===== src/rtl/cbc_pkg.sv =====
// ----------------------------------------------------------------------------
// cbc_pkg: shared types and codes for the cartridge bank controller
// Bus access and result beat structs, mapper kinds, target codes, bank state.
// ----------------------------------------------------------------------------
package cbc_pkg;

	// mapper kind from the cartridge header
	typedef enum logic [1:0] {
		MAPPER_NONE = 2'd0,
		MAPPER_MBC1 = 2'd1,
		MAPPER_MBC2 = 2'd2,
		MAPPER_MBC3 = 2'd3
	} mapper_kind_t;

	// access kind
	localparam logic MODE_READ  = 1'b0;
	localparam logic MODE_WRITE = 1'b1;

	// result target codes
	localparam logic [1:0] TARGET_ROM  = 2'd0;
	localparam logic [1:0] TARGET_RAM  = 2'd1;
	localparam logic [1:0] TARGET_NONE = 2'd2;

	// bank register write regions, address bits 14:13 inside 0x0000-0x7fff
	localparam logic [1:0] REGION_RAM_ENABLE = 2'd0;
	localparam logic [1:0] REGION_ROM_LOW    = 2'd1;
	localparam logic [1:0] REGION_ROM_HIGH   = 2'd2;
	localparam logic [1:0] REGION_MODE       = 2'd3;

	// ram enable nibble codes
	localparam logic [3:0] NIB_ENABLE  = 4'hA;
	localparam logic [3:0] NIB_DISABLE = 4'h0;

	// reset values of the bank state
	localparam logic [7:0] ROM_BANK_RESET = 8'd1;

	typedef struct packed {
		logic        mode;
		logic [15:0] bus_address;
		logic [7:0]  write_data;
	} cbc_in_t;

	typedef struct packed {
		logic [1:0]  target;
		logic [21:0] mapped_address;
		logic        ram_write_allowed;
		logic [7:0]  rom_bank_now;
		logic [1:0]  ram_bank_now;
		logic        ram_enabled_now;
	} cbc_out_t;

	typedef struct packed {
		logic [7:0] rom_bank;
		logic [1:0] ram_bank;
		logic       ram_enable;
		logic       rom_banking_mode;
	} bank_state_t;

endpackage


===== src/rtl/cbc_bank_regs.sv =====
// ----------------------------------------------------------------------------
// cbc_bank_regs: bank register file of the cartridge bank controller
// Holds rom/ram bank, ram enable and banking mode; applies one bus write per
// advancing beat according to the mapper kind.
// ----------------------------------------------------------------------------
module cbc_bank_regs (
	input  logic                  clk,
	input  logic                  arst_n,
	input  cbc_pkg::mapper_kind_t mapper_kind,
	input  logic                  advance,
	input  cbc_pkg::cbc_in_t      item,
	output cbc_pkg::bank_state_t  state_cur,
	output cbc_pkg::bank_state_t  state_nxt
);
	import cbc_pkg::*;

	bank_state_t state_q;
	logic [15:0] addr;
	logic [7:0]  data;
	logic        bank_wr;

	// bank zero is remapped to bank one
	function automatic logic [7:0] nonzero_bank(input logic [7:0] b);
		return (b == 8'd0) ? 8'd1 : b;
	endfunction

	assign addr    = item.bus_address;
	assign data    = item.write_data;
	assign bank_wr = (item.mode == MODE_WRITE) && !addr[15] && (mapper_kind != MAPPER_NONE);

	// next state for a write into the bank register space
	always_comb begin
		state_nxt = state_q;
		if (bank_wr) begin
			unique case (addr[14:13])
				REGION_RAM_ENABLE: begin
					if (!(mapper_kind == MAPPER_MBC2 && addr[8])) begin
						if (data[3:0] == NIB_ENABLE)
							state_nxt.ram_enable = 1'b1;
						else if (data[3:0] == NIB_DISABLE)
							state_nxt.ram_enable = 1'b0;
					end
				end
				REGION_ROM_LOW: begin
					if (mapper_kind == MAPPER_MBC2)
						state_nxt.rom_bank = nonzero_bank({4'd0, data[3:0]});
					else if (mapper_kind == MAPPER_MBC3)
						state_nxt.rom_bank = nonzero_bank(data);
					else
						state_nxt.rom_bank = nonzero_bank({state_q.rom_bank[7:5], data[4:0]});
				end
				REGION_ROM_HIGH: begin
					if (mapper_kind == MAPPER_MBC1 && state_q.rom_banking_mode)
						state_nxt.rom_bank =
							nonzero_bank({1'b0, data[1:0], state_q.rom_bank[4:0]});
					else if (mapper_kind == MAPPER_MBC1 || mapper_kind == MAPPER_MBC3)
						state_nxt.ram_bank = data[1:0];
				end
				REGION_MODE: begin
					if (mapper_kind == MAPPER_MBC1) begin
						state_nxt.rom_banking_mode = ~data[0];
						if (!data[0])
							state_nxt.ram_bank = 2'd0;
					end
				end
				default: state_nxt = state_q;
			endcase
		end
	end

	// state register, updated once per advancing beat
	always_ff @(posedge clk or negedge arst_n) begin
		if (!arst_n) begin
			state_q.rom_bank         <= ROM_BANK_RESET;
			state_q.ram_bank         <= 2'd0;
			state_q.ram_enable       <= 1'b0;
			state_q.rom_banking_mode <= 1'b1;
		end else if (advance) begin
			state_q <= state_nxt;
		end
	end

	assign state_cur = state_q;

endmodule


===== src/rtl/cbc_decode.sv =====
// ----------------------------------------------------------------------------
// cbc_decode: address translation of the cartridge bank controller
// Maps one bus access to a rom or ram byte address using the bank state held
// before the access, and reports the state after it.
// ----------------------------------------------------------------------------
module cbc_decode (
	input  cbc_pkg::cbc_in_t     item,
	input  cbc_pkg::bank_state_t state_cur,
	input  cbc_pkg::bank_state_t state_nxt,
	output cbc_pkg::cbc_out_t    result
);
	import cbc_pkg::*;

	logic [15:0] addr;

	assign addr = item.bus_address;

	// window decode and translation
	always_comb begin
		result                   = '0;
		result.target            = TARGET_NONE;
		result.mapped_address    = 22'd0;
		result.ram_write_allowed = 1'b0;
		if (addr[15:14] == 2'b00) begin
			result.target         = TARGET_ROM;
			result.mapped_address = {6'd0, addr};
		end else if (addr[15:14] == 2'b01) begin
			result.target         = TARGET_ROM;
			result.mapped_address = {state_cur.rom_bank, addr[13:0]};
		end else if (addr[15:13] == 3'b101) begin
			result.target            = TARGET_RAM;
			result.mapped_address    = {7'd0, state_cur.ram_bank, addr[12:0]};
			result.ram_write_allowed = (item.mode == MODE_WRITE) && state_cur.ram_enable;
		end
		result.rom_bank_now    = state_nxt.rom_bank;
		result.ram_bank_now    = state_nxt.ram_bank;
		result.ram_enabled_now = state_nxt.ram_enable;
	end

endmodule


===== src/rtl/cartridge_bank_controller_top.sv =====
// ----------------------------------------------------------------------------
// cartridge_bank_controller_top: cartridge memory bank controller
// One bus access per beat in, one translated result per beat out.
// ----------------------------------------------------------------------------
// Usage:
//   in_valid/in_stall/in_data carry one bus access (mode, bus_address,
//   write_data). out_valid/out_stall/out_data carry one result per access:
//   target, mapped_address, ram_write_allowed and the bank state after it.
//   cfg_we/cfg_wdata write the mapper kind; write it only while idle.
//   A beat is taken at a clock edge with valid high and stall low.
// Pipeline:
//   an access lands in the input register at its accept edge and its result
//   moves into the output register when that register is free (out_valid
//   low or out_stall low). One access per cycle is sustained while out_stall
//   stays low; the bank state register is updated from combinational
//   next-state logic as each access leaves the input register.
// Reset:
//   arst_n clears both pipeline stages, sets mapper kind to none, rom bank 1,
//   ram bank 0, ram disabled and rom banking mode.
// Stall:
//   while out_stall holds a waiting result, the input register keeps its
//   access and in_stall goes high only once that register is occupied.
// ----------------------------------------------------------------------------
module cartridge_bank_controller_top (
	input  logic             clk,
	input  logic             arst_n,
	input  logic             cfg_we,
	input  logic [1:0]       cfg_wdata,
	input  logic             in_valid,
	output logic             in_stall,
	input  cbc_pkg::cbc_in_t in_data,
	output logic             out_valid,
	input  logic             out_stall,
	output cbc_pkg::cbc_out_t out_data
);
	import cbc_pkg::*;

	mapper_kind_t mapper_kind_q;
	logic         valid_s1;
	cbc_in_t      item_s1;
	logic         out_valid_q;
	cbc_out_t     out_data_q;
	logic         out_free;
	logic         advance;
	bank_state_t  state_cur;
	bank_state_t  state_nxt;
	cbc_out_t     result;

	// configuration register
	always_ff @(posedge clk or negedge arst_n) begin
		if (!arst_n)
			mapper_kind_q <= MAPPER_NONE;
		else if (cfg_we)
			mapper_kind_q <= mapper_kind_t'(cfg_wdata);
	end

	// handshake control
	assign out_free = !out_valid_q || !out_stall;
	assign advance  = valid_s1 && out_free;
	assign in_stall = valid_s1 && !out_free;

	// input register
	always_ff @(posedge clk or negedge arst_n) begin
		if (!arst_n)
			valid_s1 <= 1'b0;
		else if (!in_stall)
			valid_s1 <= in_valid;
	end

	always_ff @(posedge clk) begin
		if (in_valid && !in_stall)
			item_s1 <= in_data;
	end

	cbc_bank_regs u_bank_regs (
		.clk        (clk),
		.arst_n     (arst_n),
		.mapper_kind(mapper_kind_q),
		.advance    (advance),
		.item       (item_s1),
		.state_cur  (state_cur),
		.state_nxt  (state_nxt)
	);

	cbc_decode u_decode (
		.item     (item_s1),
		.state_cur(state_cur),
		.state_nxt(state_nxt),
		.result   (result)
	);

	// result register
	always_ff @(posedge clk or negedge arst_n) begin
		if (!arst_n)
			out_valid_q <= 1'b0;
		else if (out_free)
			out_valid_q <= valid_s1;
	end

	always_ff @(posedge clk) begin
		if (advance)
			out_data_q <= result;
	end

	assign out_valid = out_valid_q;
	assign out_data  = out_data_q;

`ifndef SYNTHESIS
	// input side stalls only with an access held in the input register
	a_stall_needs_item: assert property (@(posedge clk) disable iff (!arst_n)
		in_stall |-> valid_s1)
		else $error("in_stall raised with empty input register");

	// an advancing access shows up as a result on the next cycle
	a_advance_to_out: assert property (@(posedge clk) disable iff (!arst_n)
		advance |=> out_valid)
		else $error("advanced access did not reach the output register");

	// rom bank never reads as zero
	a_rom_bank_nonzero: assert property (@(posedge clk) disable iff (!arst_n)
		state_cur.rom_bank != 8'd0)
		else $error("rom bank register holds zero");

	// bank state only changes when an access advances
	a_state_holds: assert property (@(posedge clk) disable iff (!arst_n)
		!advance |=> $stable(state_cur))
		else $error("bank state changed without an advancing access");
`endif

endmodule


===== config.mk =====
export PLATFORM = sky130hd
export DESIGN_NAME = cartridge_bank_controller_top
export DESIGN_NICKNAME = d
export VERILOG_FILES = /design/src/rtl/cbc_pkg.sv /design/src/rtl/cbc_bank_regs.sv /design/src/rtl/cbc_decode.sv /design/src/rtl/cartridge_bank_controller_top.sv
export SDC_FILE = /design/constraint.sdc
export NUM_CORES = 1
export LEC_CHECK = 0
export ABC_AREA = 1
export BUFFER_PORTS_ARGS = -buffer_cell sky130_fd_sc_hd__buf_2
export CAP_MARGIN = 0
export CORE_MARGIN = 4
export CORE_UTILIZATION = 50
export DETAILED_ROUTE_END_ITERATION = 7
export PLACE_DENSITY = 0.77
export RECOVER_POWER = 25
export SYNTH_ARGS = -nofsm -noshare
export SYNTH_HDL_FRONTEND = slang
export SYNTH_HIERARCHICAL = 1
export SYNTH_SLANG_ARGS = --single-unit

===== constraint.sdc =====
create_clock -name clk -period 4.2 [get_ports clk]
set_input_delay 0.42 -clock clk [delete_from_list [all_inputs] [get_ports clk]]
set_output_delay 0.42 -clock clk [all_outputs]
set_load 0.005 [all_outputs]

# Yosys cells after proc, flatten, opt, wreduce, memory -nomap -nowiden
# Cells that the tools add are included.
# W data, S select, Z words.
# classes
n_eq_ne,9
n_mux,23
n_bitwise,2
reduce_logical,25
# op_table
operator,count
$mux W8,5
$mux W25,1
$mux W22,1
$logic_not A8 Y1,2
$mux W16,1
$pmux W8 S2,1
$mux W12,1
$eq A2 B2 Y1 const B,4
$logic_and A1 B1 Y1,8
$mux W2,4
$logic_not A7 Y1,1
$mux W7,1
$eq A2 B1 Y1 const B,3
$mux W1,6
$logic_not A1 Y1,5
$eq A4 B4 Y1 const B,1
$logic_not A2 Y1,2
$logic_not A4 Y1,1
$mux W4,1
$pmux W2 S2,1
$reduce_and A4 Y1,1
$eq A3 B3 Y1 const B,1
$reduce_or A3 Y1,1
$logic_or A1 B1 Y1,2
other kinds (3),4
# word_totals
regBits,77
inputBits,32
out_inout_bits,38
word_cells,76

# Logic depth before layout (Yosys ltp)
# logic_depth
word_depth,6
mapped_depth,11
ltp_nobuf,11

# Modules after synthesis
# The synthesis kept the hierarchy.
# by_module_without_submodules
module,n_inst,cells_per_inst,area_each_um2,seq_area_each_um2
cartridge_bank_controller_top,1,81,2001.9,1931.9
cbc_bank_regs,1,141,998.5,302.8
cbc_decode,1,68,375.4,0.0

# Worst setup path before layout
# OpenSTA, ideal clock, no wires.
# synth_timing
kind,reg-to-reg
start,"reg out_valid_q, in the netlist out_valid"
end,"reg u_bank_regs.state_q, in the netlist u_bank_regs/state_cur[1]"
arrival_time_ns,2.892
t_required_ns,4.071
path_slack_ns,1.179
stages_incl_launch_ff,4
n_path_buf,1
synth_period_minus_slack_ns,3.021
path_cell_list,dfrtp_1 > a21oi_1 > buf_2 > a31oi_1
# synth_via
elab_chain_len,3
# synth_rtl
item,line_no,rtl
"start, declared",cartridge_bank_controller_top.sv:41,logic out_valid_q;
"start signal, assigned",cartridge_bank_controller_top.sv:97,out_valid_q <= valid_s1;
$logic_not A1 Y1,cartridge_bank_controller_top.sv:58,assign out_free = !out_valid_q || !out_stall;
$logic_or A1 B1 Y1,cartridge_bank_controller_top.sv:58,
$logic_and A1 B1 Y1,cartridge_bank_controller_top.sv:59,assign advance = valid_s1 && out_free;
named net advance,cartridge_bank_controller_top.sv:44,logic advance;
"end signal, assigned",cbc_bank_regs.sv:79,state_q <= state_nxt;
"end, declared",cbc_bank_regs.sv:17,bank_state_t state_q;
# The timed path passes the listed nets, and every way through them passes these cells.
# A chain may end at the register's enable or synchronous reset.

==> results.txt <==
* TritonCTS buffer count: 9
* Layout overhead on the synthesized area: 16.5%
- RSZ-0062 raised after global routing: false
- For met2 alone, demand over resource in global routing was 24.0%.
- Sequential elements use 66.2% of the synthesized area.
- Synthesis produced a netlist with a net count of 326.
* Endpoint required time on the critical path: 4270 ps
- The min-delay analysis places its worst path in the category in -> reg.
- After Yosys synthesis, XOR and XNOR cells account for 0% of the synthesized area.
* Post-synthesis compound-gate area fraction: 9.41%
- The first global-routing pass estimated 10.3 mm of wire.
- Vias per inst: 4.96
- Post-Route Setup TNS: 0 ps
- In this run the power spent charging and discharging nets is 0.443 mW.
- Leading cell type by number of instances after synthesis: sky130_fd_sc_hd__edfxtp_1
- The critical path in this run is classified as reg -> reg.
* Antenna Violating Nets Remaining: 0
* Worst EP arrival: 1970 ps
- Vias after detailed routing: 2173
* Die Y: 90.2 um
- Final WL: 5.97 mm
- Number of H-tree levels: 3
- Worst clock skew: 8.63 ps
* Cell type with the largest total area after synthesis: sky130_fd_sc_hd__edfxtp_1
- In the global route stage, overall resource usage came out at 15.9%.
* Post-detailed-route wirelength per cell: 13.6 um
- The worst setup path is captured at a flop.
* Ratio of cells with drive above 1 in the final layout: 30.5%
- Summing the areas of all fa, ha and maj instances in the mapped netlist gives 1.48% of the synthesized area.
* Num rows: 29
- The congestion estimate from routability-driven global placement came to 0.826.
* Post-synth cell types: 32
- The worst hold path begins at in_data[18].
- Vias in the first global route: 2164
- The pre-antenna-repair detailed-routing pass consisted of 4 iterations.
- Register bit count reported by yosys: 77
- Setup Buffers After CTS: 0
- Power spread over the standard cell area amounts to 453 nW/um2.
- Synthesis produced 290 cells.
* Share of cell area taken by muxes after synthesis: 0%
- Summed over its instances, the top area cell type makes up 54.3% of the synthesized netlist area.
- Startpoint class of the critical path: flop
- Floorplan die width: 90.2 um
* Most numerous cell types in the synthesized netlist: sky130_fd_sc_hd__edfxtp_1 (61), sky130_fd_sc_hd__inv_1 (53), sky130_fd_sc_hd__nand2_1 (49), sky130_fd_sc_hd__dfrtp_1 (14), sky130_fd_sc_hd__o21ai_0 (13)
* Max rail drop VDD: 0.000268 V
* Global route overflow: 0
* Antenna cells: 0
- Setup slack of the most critical reg-to-reg path: 2300 ps
* Remaining design rule violation count: 0
- Final Hold Violating Endpoints: 0
- Counting cells, the worst reg-to-reg path comes to 6.
- TritonCTS built the clock tree.
- The most used flip-flop cell after synthesis is sky130_fd_sc_hd__edfxtp_1.
- In this run, the clock network consumes 33.5% of the power.
- Per report_power, the combinational group accounts for 12.5% of the total.
- Share of total power consumed by net switching: 24.9%
- Dominant combinational cell family by area after synthesis: simple AND/OR/NAND/NOR gates
* Final period util: 45.2%
- Timing would allow up to 0.527 GHz.
* Clock insertion delay at the later pin of the skew report: 340 ps
- Final setup violation count: 0
- During synthesis, Yosys emitted a total of 6 warnings.
- The tree is rooted in a sky130_fd_sc_hd__clkbuf_8.
* Cell depth of the worst hold path: 1
- Die outline area: 8130 um2
- Setup slack after layout: 2300 ps
- Met3 track utilization from global routing: 4.51%
* Core region area: 6460 um2
- The final-report max-slew violation count is 0.
- Post-route minimum period: 1900 ps
* Result of the run: completed
- Longest Clk Path Bufs: 2
- Before CTS, the worst setup slack after placement is 2330 ps.
* Endpoint of the worst hold path: item_s1[18]
- Sum of net half-perimeters after detailed placement: 4.32 mm
- The clock net in this run drives a total of 77 sinks.
- Global routing's busiest layer: met2
- Starting DRT DRC Count: 152
- Internal power comes to 1.34 mW.
- The tool flagged a number of max-cap violations equal to 0.
* Effective utilization at floorplan: 52.3%
- The worst register-to-register path ends at out_data[8].
- CTS clk-pin slew, worst paths: 80 ps
- Number of ports placed on the die boundary: 70
- The final layout contains 392 nets.
- In this run the tool buffered the top-level ports with 69 buffer cells.
- Number of flops mapped to enable cells by yosys: 61
- Headroom to the max-slew limit came out at 39.3%.
- Summing the areas of all and, or, nand and nor instances in the mapped netlist gives 13.1% of the synthesized area.
* Layout fillers: 549
- Static Leakage: 1.74 nW
- Summing every instance area after synthesis gives 3380 um2.
- The worst register-to-register path begins at item_s1[23].
- In the global route stage, met1 resource usage came out at 22.1%.
- Crit-path max FO: 17
* Cell types with the largest area share after synthesis: sky130_fd_sc_hd__edfxtp_1 (54%), sky130_fd_sc_hd__dfrtp_1 (10%), sky130_fd_sc_hd__inv_1 (5.9%), sky130_fd_sc_hd__nand2_1 (5.4%), sky130_fd_sc_hd__buf_4 (2.4%)
* FFs w/ async S/R, synth: 20.8%
- Syn avg cell area: 11.6 um2
- Registers are responsible for 54.0% of the overall power.
- Pin count of the biggest net entering global routing: 46
- Number of antenna violations at the first check in global routing: 0
- Transition time at the pin with the least slew margin: 909 ps
[cell usage in the layout (no fill, tap or decap), types with 2 or more instances in the layout]
master / count
sky130_fd_sc_hd__bufinv_16: 2
sky130_fd_sc_hd__inv_1: 53
sky130_fd_sc_hd__buf_2: 65
sky130_fd_sc_hd__nor2_1: 12
sky130_fd_sc_hd__clkbuf_8: 9
sky130_fd_sc_hd__clkbuf_1: 5
sky130_fd_sc_hd__nand4_1: 8
sky130_fd_sc_hd__nor2_8: 2
sky130_fd_sc_hd__o21ai_2: 2
sky130_fd_sc_hd__nand2_1: 49
sky130_fd_sc_hd__edfxtp_1: 61
sky130_fd_sc_hd__dfstp_2: 2
sky130_fd_sc_hd__nor3_1: 3
sky130_fd_sc_hd__ha_1: 4
sky130_fd_sc_hd__dfrtp_1: 14
sky130_fd_sc_hd__a21oi_2: 9
sky130_fd_sc_hd__nand2_2: 3
sky130_fd_sc_hd__nand3_1: 9
sky130_fd_sc_hd__inv_2: 2
sky130_fd_sc_hd__o21ai_1: 6
sky130_fd_sc_hd__o22ai_2: 4
sky130_fd_sc_hd__a21oi_1: 9
sky130_fd_sc_hd__o21ai_0: 13
[power by group through the flow]
stage          clock network, mW  logic, mW  registers, mW
2_1_floorplan                  0      0.169          0.973
3_3_place_gp                   0      0.215          0.978
3_5_place_dp                   0      0.224          0.979
4_1_cts                    0.608      0.226          0.963
5_1_grt                    0.644      0.257          0.973
6_report                   0.597      0.223          0.961
[through the flow]
| stage | hold WS (ps) | util, % | std cells | total power [mW] | area (um2) |
|---|---|---|---|---|---|
| after floorplan | 124 | - | 290 | 1.14 | 3380 |
| after global placement | 359 | 57.6 | 421 | 1.19 | 3720 |
| after detailed placement | 358 | 57.6 | 421 | 1.20 | 3720 |
| after CTS | 231 | 61.0 | 438 | 1.80 | 3940 |
| after global routing | 216 | 60.9 | 438 | 1.87 | 3930 |
| final | 248 | 60.9 | 438 | 1.78 | 3930 |
[worst max-delay path by stage]
stage / startpoint / endpoint / slack [ps]
detailed placement: out_stall / u_bank_regs/state_cur[9] / 2330
CTS: item_s1[23] / u_bank_regs/state_cur[8] / 2320
global route: item_s1[23] / u_bank_regs/state_cur[2] / 2140
global placement: item_s1[23] / out_data[3] / 2380
finish: item_s1[23] / out_data[8] / 2300
floorplan: out_valid / u_bank_regs/state_cur[1] / 1180
[layer usage]
layer  vias up  wire length (um)
met5         -                 0
met4         0               102
met3         8               421
met2        74              2700
met1      1002              2750
li1       1089                 -
[registers in the layout, indices dropped and copies added (netlist names)]
name	cells
out_data	36
u_bank_regs/state_cur	12
item_s1	25
mapper_kind_q	2
out_valid	1
valid_s1	1
[what timing repair did]
action / in CTS / in global routing
hold buffers: 1 / 0
setup endpoints to repair: 0 / 0
hold endpoints to repair: 14 / 0
resized for setup: 0 / 0
[logic make-up after synthesis]
| family | after synthesis |
|---|---|
| compound gates | 47 |
| simple gates | 90 |
| fa+ha+maj | 4 |
| buf+inv | 72 |
| flops | 77 |
[final cells by class]
class | count | area, um2 | share of cell area (%)
clock buffer | 10 | 128 | 3.25
clock inverter | 6 | 86.3 | 2.20
sequential | 77 | 2230 | 56.8
inverter | 56 | 213 | 5.41
timing repair buffer | 71 | 358 | 9.10
multi-input combinational | 141 | 816 | 20.8
tap | 77 | 96.3 | 2.45
[worst max-delay path, stage by stage (launching register included)]
cell                       delay [ps]
sky130_fd_sc_hd__edfxtp_1         720
sky130_fd_sc_hd__nor2_1           290
sky130_fd_sc_hd__o21ai_2          150
sky130_fd_sc_hd__nor2_8           180
sky130_fd_sc_hd__o211ai_2         130
sky130_fd_sc_hd__nand2_1           80
sky130_fd_sc_hd__nand3_1           90
Power figures use the tool's default switching activity.
